**src/hw/rtl/qpc_pkg.sv**
```systemverilog
// Package of the quadrature position counter: item types, codes, widths and
// the phase step helpers. Depends on nothing.
`default_nettype none

package qpc_pkg;

  localparam int POSITION_WIDTH_DEF = 32;
  localparam int ACCUM_WIDTH_DEF    = 32;

  localparam int REG_W      = 32;
  localparam int COOLDOWN_W = 16;
  localparam int TICK_W     = 32;
  localparam int POS_OUT_W  = 32;
  localparam int CFG_IDX_W  = 2;

  // Register indexes
  localparam logic [CFG_IDX_W-1:0] CFG_RANGE    = 2'd0;
  localparam logic [CFG_IDX_W-1:0] CFG_INITIAL  = 2'd1;
  localparam logic [CFG_IDX_W-1:0] CFG_WRAP     = 2'd2;
  localparam logic [CFG_IDX_W-1:0] CFG_COOLDOWN = 2'd3;

  localparam logic [REG_W-1:0]      RANGE_RST    = 32'd1023;
  localparam logic [REG_W-1:0]      INITIAL_RST  = 32'd0;
  localparam logic                  WRAP_RST     = 1'b0;
  localparam logic [COOLDOWN_W-1:0] COOLDOWN_RST = 16'd10;

  // Opcodes
  localparam logic [2:0] OP_TICK    = 3'd0;
  localparam logic [2:0] OP_EDGE_A  = 3'd1;
  localparam logic [2:0] OP_EDGE_B  = 3'd2;
  localparam logic [2:0] OP_READ    = 3'd3;
  localparam logic [2:0] OP_RESTART = 3'd4;

  typedef struct packed {
    logic [2:0] opcode;
    logic       level_a;
    logic       level_b;
  } in_item_t;

  typedef struct packed {
    logic [POS_OUT_W-1:0] position_out;
    logic                 hit_cap;
  } out_item_t;

  // Pins (A,B): 00=0, 10=1, 11=2, 01=3
  function automatic logic [1:0] phase_from_pins(input logic a, input logic b);
    phase_from_pins = {b, a ^ b};
  endfunction

  // Edge on A: flip bit 0; count up when leaving an even phase
  function automatic logic [1:0] phase_after_a(input logic [1:0] ph);
    phase_after_a = ph ^ 2'b01;
  endfunction

  // Edge on B: mirror the phase; count up when leaving an odd phase
  function automatic logic [1:0] phase_after_b(input logic [1:0] ph);
    phase_after_b = ~ph;
  endfunction

endpackage

`default_nettype wire

```
**src/hw/rtl/quadrature_position_counter.sv**
```systemverilog
// Quadrature position counter: top level with the command decode, the
// shared restoring-division datapath and the result register. Uses qpc_pkg.
//
// Usage
//   Input channel (in_valid / in_stall / in_item): one item is a tick, an
//   edge on A or B, a read or a restart. Ticks, edges and restarts finish at
//   the accepting edge, so they may follow each other every cycle.
//   A read runs a remainder of the pending change by the range, one bit per
//   cycle through a single subtract-and-compare unit, then folds the
//   remainder into the position and writes the result item; in_stall stays
//   high from acceptance until then, so no other item is taken meanwhile.
//   Result channel (out_valid / out_stall / out_item): only reads give an
//   item. The result register holds it while out_stall is high; the block
//   keeps taking further items meanwhile and waits at the fold step only if
//   a second read finishes before the first result has been taken.
//   Configuration (cfg_we / cfg_index / cfg_wdata): write only while idle.
//   Reset (rst_n low, synchronous): registers to their defaults, position,
//   phase, pending change and timestamps to zero, result channel empty.
`default_nettype none

module quadrature_position_counter #(
  parameter int POSITION_WIDTH = qpc_pkg::POSITION_WIDTH_DEF,
  parameter int ACCUM_WIDTH    = qpc_pkg::ACCUM_WIDTH_DEF
) (
  input  wire                             clk,
  input  wire                             rst_n,
  input  wire                             in_valid,
  output logic                            in_stall,
  input  wire  qpc_pkg::in_item_t         in_item,
  output logic                            out_valid,
  input  wire                             out_stall,
  output qpc_pkg::out_item_t              out_item,
  input  wire                             cfg_we,
  input  wire  [qpc_pkg::CFG_IDX_W-1:0]   cfg_index,
  input  wire  [qpc_pkg::REG_W-1:0]       cfg_wdata
);

  localparam int PW    = POSITION_WIDTH;
  localparam int AW    = ACCUM_WIDTH;
  localparam int NPW   = PW + 2;
  localparam int CNT_W = $clog2(AW + 1);

  localparam logic [1:0] ST_IDLE = 2'd0;
  localparam logic [1:0] ST_DIV  = 2'd1;
  localparam logic [1:0] ST_FIX  = 2'd2;

  localparam logic [AW-1:0] ACC_MAX = {1'b0, {(AW-1){1'b1}}};
  localparam logic [AW-1:0] ACC_MIN = {1'b1, {(AW-1){1'b0}}};

  // Configuration registers
  logic [qpc_pkg::REG_W-1:0]      range_r,    range_nxt;
  logic [qpc_pkg::REG_W-1:0]      initial_r,  initial_nxt;
  logic                           wrap_r,     wrap_nxt;
  logic [qpc_pkg::COOLDOWN_W-1:0] cooldown_r, cooldown_nxt;

  // Architectural state
  logic [PW-1:0]                  pos_r,     pos_nxt;
  logic [1:0]                     phase_r,   phase_nxt;
  logic [AW-1:0]                  pending_r, pending_nxt;
  logic [qpc_pkg::TICK_W-1:0]     now_r,     now_nxt;
  logic [qpc_pkg::TICK_W-1:0]     last_a_r,  last_a_nxt;
  logic [qpc_pkg::TICK_W-1:0]     last_b_r,  last_b_nxt;

  // Sequencer and division datapath
  logic [1:0]                     state_r,   state_nxt;
  logic [CNT_W-1:0]               cnt_r,     cnt_nxt;
  logic [AW-1:0]                  mag_r,     mag_nxt;
  logic [PW-1:0]                  rem_r,     rem_nxt;
  logic                           neg_r,     neg_nxt;
  logic                           la_r,      la_nxt;
  logic                           lb_r,      lb_nxt;

  // Result register
  logic                           out_valid_r, out_valid_nxt;
  qpc_pkg::out_item_t             out_item_r,  out_item_nxt;

  // Combinational helpers
  logic                           in_fire;
  logic [PW-1:0]                  range_now;
  logic [PW-1:0]                  init_now;
  logic [qpc_pkg::TICK_W-1:0]     elapsed_a, elapsed_b;
  logic                           edge_a_ok, edge_b_ok;
  logic                           step_up;
  logic                           step_en;
  logic [AW-1:0]                  pending_step;
  logic [PW:0]                    rem_sh;
  logic                           rem_ge;
  logic [NPW-1:0]                 chg;
  logic [NPW-1:0]                 np;
  logic                           np_neg, np_over;
  logic [PW-1:0]                  wrap_lo, wrap_hi;
  logic [PW-1:0]                  pos_fold;
  logic                           cap_fold;
  logic                           out_free;

  assign in_stall  = (state_r != ST_IDLE);
  assign in_fire   = in_valid && !in_stall;
  assign out_valid = out_valid_r;
  assign out_item  = out_item_r;
  assign out_free  = !out_valid_r || !out_stall;

  assign range_now = range_r[PW-1:0];
  assign init_now  = initial_r[PW-1:0];

  // Cooldown: an edge counts once the channel's quiet time has run out
  assign elapsed_a = now_r - last_a_r;
  assign elapsed_b = now_r - last_b_r;
  assign edge_a_ok = elapsed_a >= qpc_pkg::TICK_W'(cooldown_r);
  assign edge_b_ok = elapsed_b >= qpc_pkg::TICK_W'(cooldown_r);

  // Saturating +/-1 on the pending change
  always_comb begin
    step_up = 1'b0;
    step_en = 1'b0;
    if (in_item.opcode == qpc_pkg::OP_EDGE_A) begin
      step_up = !phase_r[0];
      step_en = edge_a_ok;
    end else if (in_item.opcode == qpc_pkg::OP_EDGE_B) begin
      step_up = phase_r[0];
      step_en = edge_b_ok;
    end
    pending_step = pending_r;
    if (step_up && pending_r != ACC_MAX) begin
      pending_step = pending_r + AW'(1);
    end else if (!step_up && pending_r != ACC_MIN) begin
      pending_step = pending_r - AW'(1);
    end
  end

  // One restoring-division step: shift in the next dividend bit, subtract
  assign rem_sh = {rem_r, mag_r[AW-1]};
  assign rem_ge = rem_sh >= {1'b0, range_now};

  // Fold the signed remainder into the position, then wrap or clamp
  always_comb begin
    chg = {2'b00, rem_r};
    if (range_now == '0) begin
      chg = '0;
    end else if (neg_r) begin
      chg = ~{2'b00, rem_r} + NPW'(1);
    end
    np       = {2'b00, pos_r} + chg;
    np_neg   = np[NPW-1];
    np_over  = !np_neg && (np > {2'b00, range_now});
    wrap_lo  = PW'({2'b00, range_now} + np + NPW'(1));
    wrap_hi  = PW'(np - {2'b00, range_now} - NPW'(1));
    cap_fold = np_neg || np_over;
    if (np_neg) begin
      pos_fold = wrap_r ? wrap_lo : '0;
    end else if (np_over) begin
      pos_fold = wrap_r ? wrap_hi : range_now;
    end else begin
      pos_fold = np[PW-1:0];
    end
  end

  always_comb begin
    range_nxt     = range_r;
    initial_nxt   = initial_r;
    wrap_nxt      = wrap_r;
    cooldown_nxt  = cooldown_r;
    pos_nxt       = pos_r;
    phase_nxt     = phase_r;
    pending_nxt   = pending_r;
    now_nxt       = now_r;
    last_a_nxt    = last_a_r;
    last_b_nxt    = last_b_r;
    state_nxt     = state_r;
    cnt_nxt       = cnt_r;
    mag_nxt       = mag_r;
    rem_nxt       = rem_r;
    neg_nxt       = neg_r;
    la_nxt        = la_r;
    lb_nxt        = lb_r;
    out_valid_nxt = out_valid_r;
    out_item_nxt  = out_item_r;

    // Drop the result once the receiver takes it
    if (out_valid_r && !out_stall) begin
      out_valid_nxt = 1'b0;
    end

    if (cfg_we) begin
      unique case (cfg_index)
        qpc_pkg::CFG_RANGE:    range_nxt    = cfg_wdata;
        qpc_pkg::CFG_INITIAL:  initial_nxt  = cfg_wdata;
        qpc_pkg::CFG_WRAP:     wrap_nxt     = cfg_wdata[0];
        qpc_pkg::CFG_COOLDOWN: cooldown_nxt = cfg_wdata[qpc_pkg::COOLDOWN_W-1:0];
        default:               range_nxt    = range_r;
      endcase
    end

    unique case (state_r)
      ST_IDLE: begin
        if (in_fire) begin
          unique case (in_item.opcode)
            qpc_pkg::OP_TICK: begin
              now_nxt = now_r + qpc_pkg::TICK_W'(1);
            end
            qpc_pkg::OP_EDGE_A: begin
              if (step_en) begin
                pending_nxt = pending_step;
                phase_nxt   = qpc_pkg::phase_after_a(phase_r);
                last_a_nxt  = now_r;
              end
            end
            qpc_pkg::OP_EDGE_B: begin
              if (step_en) begin
                pending_nxt = pending_step;
                phase_nxt   = qpc_pkg::phase_after_b(phase_r);
                last_b_nxt  = now_r;
              end
            end
            qpc_pkg::OP_READ: begin
              // Load the magnitude of the pending change as the dividend
              neg_nxt   = pending_r[AW-1];
              mag_nxt   = pending_r[AW-1] ? (~pending_r + AW'(1)) : pending_r;
              rem_nxt   = '0;
              cnt_nxt   = CNT_W'(AW);
              la_nxt    = in_item.level_a;
              lb_nxt    = in_item.level_b;
              state_nxt = ST_DIV;
            end
            qpc_pkg::OP_RESTART: begin
              pos_nxt   = (init_now > range_now) ? range_now : init_now;
              phase_nxt = qpc_pkg::phase_from_pins(in_item.level_a, in_item.level_b);
            end
            default: begin
              now_nxt = now_r;
            end
          endcase
        end
      end
      ST_DIV: begin
        rem_nxt = rem_ge ? PW'(rem_sh - {1'b0, range_now}) : rem_sh[PW-1:0];
        mag_nxt = {mag_r[AW-2:0], 1'b0};
        cnt_nxt = cnt_r - CNT_W'(1);
        if (cnt_r == CNT_W'(1)) begin
          state_nxt = ST_FIX;
        end
      end
      ST_FIX: begin
        // Hold here while an earlier result still waits
        if (out_free) begin
          pos_nxt                   = pos_fold;
          pending_nxt               = '0;
          phase_nxt                 = qpc_pkg::phase_from_pins(la_r, lb_r);
          out_valid_nxt             = 1'b1;
          out_item_nxt.position_out = qpc_pkg::POS_OUT_W'(pos_fold);
          out_item_nxt.hit_cap      = cap_fold;
          state_nxt                 = ST_IDLE;
        end
      end
      default: begin
        state_nxt = ST_IDLE;
      end
    endcase
  end

  always_ff @(posedge clk) begin
    if (!rst_n) begin
      range_r     <= qpc_pkg::RANGE_RST;
      initial_r   <= qpc_pkg::INITIAL_RST;
      wrap_r      <= qpc_pkg::WRAP_RST;
      cooldown_r  <= qpc_pkg::COOLDOWN_RST;
      pos_r       <= '0;
      phase_r     <= '0;
      pending_r   <= '0;
      now_r       <= '0;
      last_a_r    <= '0;
      last_b_r    <= '0;
      state_r     <= ST_IDLE;
      cnt_r       <= '0;
      out_valid_r <= 1'b0;
    end else begin
      range_r     <= range_nxt;
      initial_r   <= initial_nxt;
      wrap_r      <= wrap_nxt;
      cooldown_r  <= cooldown_nxt;
      pos_r       <= pos_nxt;
      phase_r     <= phase_nxt;
      pending_r   <= pending_nxt;
      now_r       <= now_nxt;
      last_a_r    <= last_a_nxt;
      last_b_r    <= last_b_nxt;
      state_r     <= state_nxt;
      cnt_r       <= cnt_nxt;
      out_valid_r <= out_valid_nxt;
    end
  end

  // Datapath registers without reset
  always_ff @(posedge clk) begin
    mag_r      <= mag_nxt;
    rem_r      <= rem_nxt;
    neg_r      <= neg_nxt;
    la_r       <= la_nxt;
    lb_r       <= lb_nxt;
    out_item_r <= out_item_nxt;
  end

endmodule

`default_nettype wire

```
**config.mk**
```make
export PLATFORM = sky130hd
export DESIGN_NAME = quadrature_position_counter
export DESIGN_NICKNAME = d
export VERILOG_FILES = /design/src/hw/rtl/qpc_pkg.sv /design/src/hw/rtl/quadrature_position_counter.sv
export SDC_FILE = /design/constraint.sdc
export NUM_CORES = 1
export LEC_CHECK = 0
export ABC_AREA = 1
export BUFFER_PORTS_ARGS = -buffer_cell sky130_fd_sc_hd__buf_2
export CAP_MARGIN = 5
export CORE_UTILIZATION = 45
export DETAILED_ROUTE_END_ITERATION = 10
export PLACE_DENSITY_LB_ADDON = 0.3
export RECOVER_POWER = 100
export REMOVE_ABC_BUFFERS = 1
export SLEW_MARGIN = 20
export SYNTH_ARGS = -nofsm -noshare
export SYNTH_HDL_FRONTEND = slang
export SYNTH_SLANG_ARGS = --single-unit
```
**constraint.sdc**
```tcl
create_clock -name clk -period 16.05 [get_ports clk]
set_clock_uncertainty 0.05 [all_clocks]
set_input_delay 1.605 -clock clk [delete_from_list [all_inputs] [get_ports clk]]
set_output_delay 1.605 -clock clk [all_outputs]
set_load 0.05 [all_outputs]
```
# Yosys cells after proc, flatten, opt, wreduce, memory -nomap -nowiden
# Cells that the tools add are included.
# totals
ff_bits,352
in_bits,44
output_inout_bits,35
wordCells,154
# op_classes
add_sub_neg,14
n_lt_le_gt_ge,5
n_eq_ne,25
n_mux,47
n_bitwise,6
n_reduce_logical,36
# ops
op,n
32-bit two-way mux,20
32-bit case mux with 2 select lines,4
"32-bit by 1-bit adder with 32-bit output, second input constant",4
32-bit subtractor,4
34-bit two-way mux,2
32-bit by 16-bit >= comparator with 1-bit output,2
"32-bit by 1-bit subtractor with 32-bit output, second input constant",2
32-bit by 34-bit adder with 34-bit output,1
"34-bit by 1-bit adder with 34-bit output, second input constant",1
34-bit by 32-bit greater-than comparator with 1-bit output,1
32-bit NOT with 34-bit output,1
33-bit by 32-bit >= comparator with 1-bit output,1
32-bit adder,1
32-bit greater-than comparator,1
32-bit logical NOT,1
"32-bit by 31-bit inequality test with 1-bit output, second input constant",1
"32-bit inequality test, second input constant",1
32-bit NOT,1
6-bit AND reduction,3
4-bit AND reduction,4
2-bit two-way mux,7
6-bit two-way mux,2
"2-bit inequality test, second input constant",6
2-bit case mux with 3 select lines,2
other kinds (26),60

# Depth between registers and ports, before layout
# logic_depth
ltp_word,12
depth_mapped,44

# Worst setup path before layout
# Ideal clock, no wire load.
# synth_path
kind,register -> register
startpoint,register rem_r[0]
endpoint,register pos_r[8]
setup_ps,132
arrival_time_ps,5219
setup_slack_ps,10648
stages_incl_launch_ff,45
n_path_buf,2
period_less_slack_ps,5402
cell_sequence,edfxtp_1 -> inv_1 -> ha_1 -> nand3_1 -> nor2_1 -> nand3_1 -> inv_1 -> nand4_1 -> nor4_1 -> inv_1 -> nor2_1 -> nor2_1 -> o21ai_0 -> a21oi_1 -> ha_1 -> nand2_1 -> nor2_1 -> nand2_1 -> [... 9 more ...] -> nor2_1 -> inv_1 -> nor2_1 -> nor2_1 -> nand2_1 -> nand2_1 -> nand2_1 -> nand2_1 -> nand2_1 -> nand2_1 -> buf_4 -> buf_4 -> nand3_1 -> nand2_1 -> inv_1 -> nand3_1 -> nand2_1 -> a21oi_1
# synth_via
elab_chain_len,12
elab_cells_between_ends,18
# synth_lines
item,line_no,source
from (decl),quadrature_position_counter.sv:68,"logic [PW-1:0] rem_r, rem_nxt;"
from (signal assigned),quadrature_position_counter.sv:295,rem_r <= rem_nxt;
32-bit NOT with 34-bit output,quadrature_position_counter.sv:140,"chg = ~{2'b00, rem_r} + NPW'(1);"
34-bit by 1-bit adder with 34-bit output,quadrature_position_counter.sv:140,
34-bit two-way mux (*),quadrature_position_counter.sv:139,end else if (neg_r) begin
34-bit two-way mux (*),quadrature_position_counter.sv:137,if (range_now == '0) begin
32-bit by 34-bit adder with 34-bit output (*),quadrature_position_counter.sv:142,"np = {2'b00, pos_r} + chg;"
32-bit subtractor,quadrature_position_counter.sv:146,"wrap_hi = PW'(np - {2'b00, range_now} - NPW'(1));"
32-bit by 1-bit subtractor with 32-bit output,quadrature_position_counter.sv:146,
32-bit two-way mux,quadrature_position_counter.sv:151,pos_fold = wrap_r ? wrap_hi : range_now;
32-bit two-way mux,quadrature_position_counter.sv:150,end else if (np_over) begin
32-bit two-way mux (*),quadrature_position_counter.sv:148,if (np_neg) begin
32-bit two-way mux (*),quadrature_position_counter.sv:244,if (out_free) begin
32-bit case mux with 2 select lines (*),quadrature_position_counter.sv:193,unique case (state_r)
to (signal assigned),quadrature_position_counter.sv:280,pos_r <= pos_nxt;
to (decl),quadrature_position_counter.sv:57,"logic [PW-1:0] pos_r, pos_nxt;"
# Every way passes the cells marked *; elsewhere a longest branch is shown, timed or not. The select of a mux whose other input is x is not followed.
# A chain may end at the register's enable or synchronous reset.

# Worst setup path in the final report
# layout_path
startpoint,register range_r (netlist bit range_now[1])
endpoint,register pos_r[19]
# layout_via
elab_chain_len,10
elab_cells_between_ends,20
# layout_lines
item,line_no,source
from (decl),quadrature_position_counter.sv:51,"logic [qpc_pkg::REG_W-1:0] range_r, range_nxt;"
from (signal assigned),quadrature_position_counter.sv:262,range_r <= qpc_pkg::RANGE_RST;
from (signal assigned),quadrature_position_counter.sv:276,range_r <= range_nxt;
32-bit logical NOT,quadrature_position_counter.sv:137,
34-bit two-way mux,quadrature_position_counter.sv:137,
32-bit by 34-bit adder with 34-bit output,quadrature_position_counter.sv:142,
32-bit subtractor,quadrature_position_counter.sv:146,
32-bit by 1-bit subtractor with 32-bit output,quadrature_position_counter.sv:146,
32-bit two-way mux,quadrature_position_counter.sv:151,
32-bit two-way mux,quadrature_position_counter.sv:150,
32-bit two-way mux,quadrature_position_counter.sv:148,
32-bit two-way mux,quadrature_position_counter.sv:244,
32-bit case mux with 2 select lines (*),quadrature_position_counter.sv:193,
# Marked as above.

==> results.sh <==
export IMPL_die_h_microns=273.0
export IMPL_synth_compound_area_frac=0.1523
export IMPL_dp_slack_ns=8.565
export IMPL_peakVddDrop_mv=0.08093
export IMPL_initial_core_util=0.4538
export IMPL_synth_top_family_by_area="simple AND/OR/NAND/NOR gates"
export IMPL_vias=35430
export IMPL_clock_path_buffers=3
export IMPL_synth_area_sq_mm=0.03306
export IMPL_synthTopCellsByArea="nand2_1 (16%), dfxtp_1 (15%), ha_1 (11%), edfxtp_1 (9.1%), inv_1 (7.8%)"
export IMPL_ys_warnings_count=0
export IMPL_clk_pin_slew_worst_paths_ns=0.06
export IMPL_r2r_start="range_now[1]"
export IMPL_synth_area_per_cell_sq_um=6.216
export IMPL_critPathArrivalTime_ns=10.29
export IMPL_setup_ws_ns=6.022
export IMPL_clk_latency_ns=0.60
export IMPL_ant_nets=0
export IMPL_violations="capacitance limit, slew limit"
export IMPL_portBuffers=78
export IMPL_clkSinkCount=351
export IMPL_drv_cap=9
export IMPL_cts_root_buffer="clkbuf_16"
export IMPL_rows=99
export IMPL_ys_seq_area_frac=0.2429
export IMPL_slew_headroom=-1.647
export IMPL_dieArea_sq_mm=0.07455
export IMPL_cts_buffers=46
export IMPL_cpMostUsedCell="nand2_1"
export IMPL_ys_seq_elements=351
export IMPL_setup_violations=0
export IMPL_async_flop_share=0
export IMPL_grt_overflow_total=0
export IMPL_synth_largest_area_cell="nand2_1"
export IMPL_rsz0062_at_grt="false"
export IMPL_status="finished with violations"
export IMPL_hold_class="reg2reg"
export IMPL_synth_simple_gate_area_frac=0.3501
export IMPL_grt_max_degree=94
export IMPL_yosysTopAreaCellShare=0.1550
export IMPL_final_max_slew_violation_count=513
export IMPL_leakage_nw=17.72
export IMPL_drt_initial_drc_count=3937
export IMPL_coreArea_sq_mm=0.07283
export IMPL_drtPass1Iterations=6
export IMPL_grt_pass1_vias=32190
export IMPL_finalHoldViolCount=0
export IMPL_gp_congestion=1.009
export IMPL_num_io_pins=79
export IMPL_grt_usage=0.3184
export IMPL_power_density_mw_per_mm2=94.08
export IMPL_synthMuxAreaShare=0
export IMPL_syn2layout_area_growth_pct=8.040
export IMPL_path_class="reg2reg"
export IMPL_dp_hpwl_microns=95980
export IMPL_startpoint="range_now[1]"
export IMPL_synthesis_instances=5318
export IMPL_cts_resized=0
export IMPL_cts_setup_buffers=0
export IMPL_nets=5669
export IMPL_drc_errors=0
export IMPL_min_from="cnt_r[3]"
export IMPL_wire_per_inst_microns=19.14
export IMPL_grt_first_pass_wirelength_microns=186600
export IMPL_final_min_clock_period_ns=10.03
export IMPL_synthFlopType="dfxtp_1"
export IMPL_critPathMaxStageDelay_ns=1.46
export IMPL_die_width_microns=273.0
export IMPL_synthDistinctLibCells=63
export IMPL_worst_pin_slew_ns=3.970
export IMPL_antenna_found_initial=3
export IMPL_cts_max_level=2
export IMPL_crit_fanout=34
export IMPL_tns_ns=0
export IMPL_synth_edf_count=100
export IMPL_cpMaxStageDelayCell="nand2_1"
export IMPL_cts_tree="yes"
export IMPL_ctsHoldBuffers=0
export IMPL_synthAdderAreaFrac=0.1140
export IMPL_critPathCaptureType="register"
export IMPL_wl_microns=121100
export IMPL_drive_above_1_share=0.03859
export IMPL_vias_per_cell=5.602
export IMPL_finalCritPeriodShare=0.6248
export IMPL_max_freq_ghz=0.09972
export IMPL_cp_required_ns=16.31
export IMPL_synth_xor_xnor_area_share=0.03842
export IMPL_cp_start_kind="register"
## flip-flops by register name (all words and copies together), names as in the netlist, 32 cells and up
signal	cells
pending_r	32
last_b_r	32
mag_r	32
range_now	32
out_item	33
pos_r	32
now_r	32
init_now	32
last_a_r	32
rem_r	32
## placed cells by master, fill, tap and decap left out, drive strengths merged, types with 21 or more instances in the layout
cell type	synthesis	final
a21o	21	21
a21oi	445	445
buf	63	61
clkbuf	85	112
dfxtp	251	251
edfxtp	100	100
ha	290	290
inv	700	703
nand2	1372	1372
nand3	420	420
nand4	94	94
nor2	685	685
nor3	95	95
nor4	26	26
o21a	23	23
o21ai	330	330
o21bai	25	25
or2	32	32
xnor2	43	43
xor2	102	102
## critical path: cells and delay by family (launching register included)
kind,cells,cell delay [ns]
AOI/OAI and AO/OA,6,1.32
xor gates and xnor gates,1,0.36
adders and majority gates,3,1.06
buffers and inverters,4,2.22
DFF,1,0.54
and+or+nand+nor,17,4.13
## cells in the mapped netlist, drive strengths merged, types with 26 or more instances
library cell and number:
inv 700, buf 63, nor4 26, edfxtp 100
ha 290, nand2 1372, nor2 685, nand4 94
clkbuf 85, dfxtp 251, nand3 420, xor2 102
xnor2 43, nor3 95, or2 32, o21ai 330
a21oi 445
## final cells by class
class	instances	area [sq um]
Clock inverter	21	286.5
Clock buffer	63	1361
Multi-Input combinational cell	4117	21650
Timing Repair Buffer	110	544.3
Antenna cell	2	5.005
Inverter	702	2635
Sequential cell	351	8028
Tap cell	959	1200
Fill cell	7730	37120
## power by group
group / leakage, nW / total [mW] / switching [mW] / internal, mW
clock: 0.791 / 1.13 / 0.438 / 0.693
combinational: 14.0 / 1.23 / 0.850 / 0.377
sequential: 2.98 / 1.00 / 0.0428 / 0.960
total: 17.7 / 3.36 / 1.33 / 2.03
## cells by family (layout without fill, tap and decap cells)
group,after synthesis,after routing
simple gates,2747,2747
compound gates,928,928
buf+inv,850,896
flops,351,351
fa+ha+maj,297,297
xor+xnor,145,145
other cells,0,2
## through the flow
step	hold slack, ns	util	area, sq um	std cells	total power [mW]
5_1_grt	0.4508	0.4903	35710	6323	3.546
3_5_place_dp	0.4197	0.4692	34180	6239	2.214
4_1_cts	0.4274	0.4918	35820	6323	3.352
3_3_place_gp	0.4136	0.4692	34180	6239	2.211
6_report	0.4274	0.4903	35710	6325	3.360
2_1_floorplan	0.3969	-	32310	5170	1.834
## per-layer routing
layer  part of all wire  vias to the layer above  global-route usage
li1                   -                    17480                   -
met4              0.032                        2              0.1004
met2               0.42                     1481              0.4796
met3              0.090                      209             0.04508
met5           0.000058                        -                   0
met1               0.46                    16260              0.4640
## final timing paths
check	end	slack (ns)	cells after the start
min reg2reg	cnt_r[3]	0.43	2
max reg2reg	pos_r[19]	6.02	31
max	pos_r[19]	6.02	31
min	cnt_r[3]	0.43	2
Note: power is estimated with default switching activity, not from simulation.
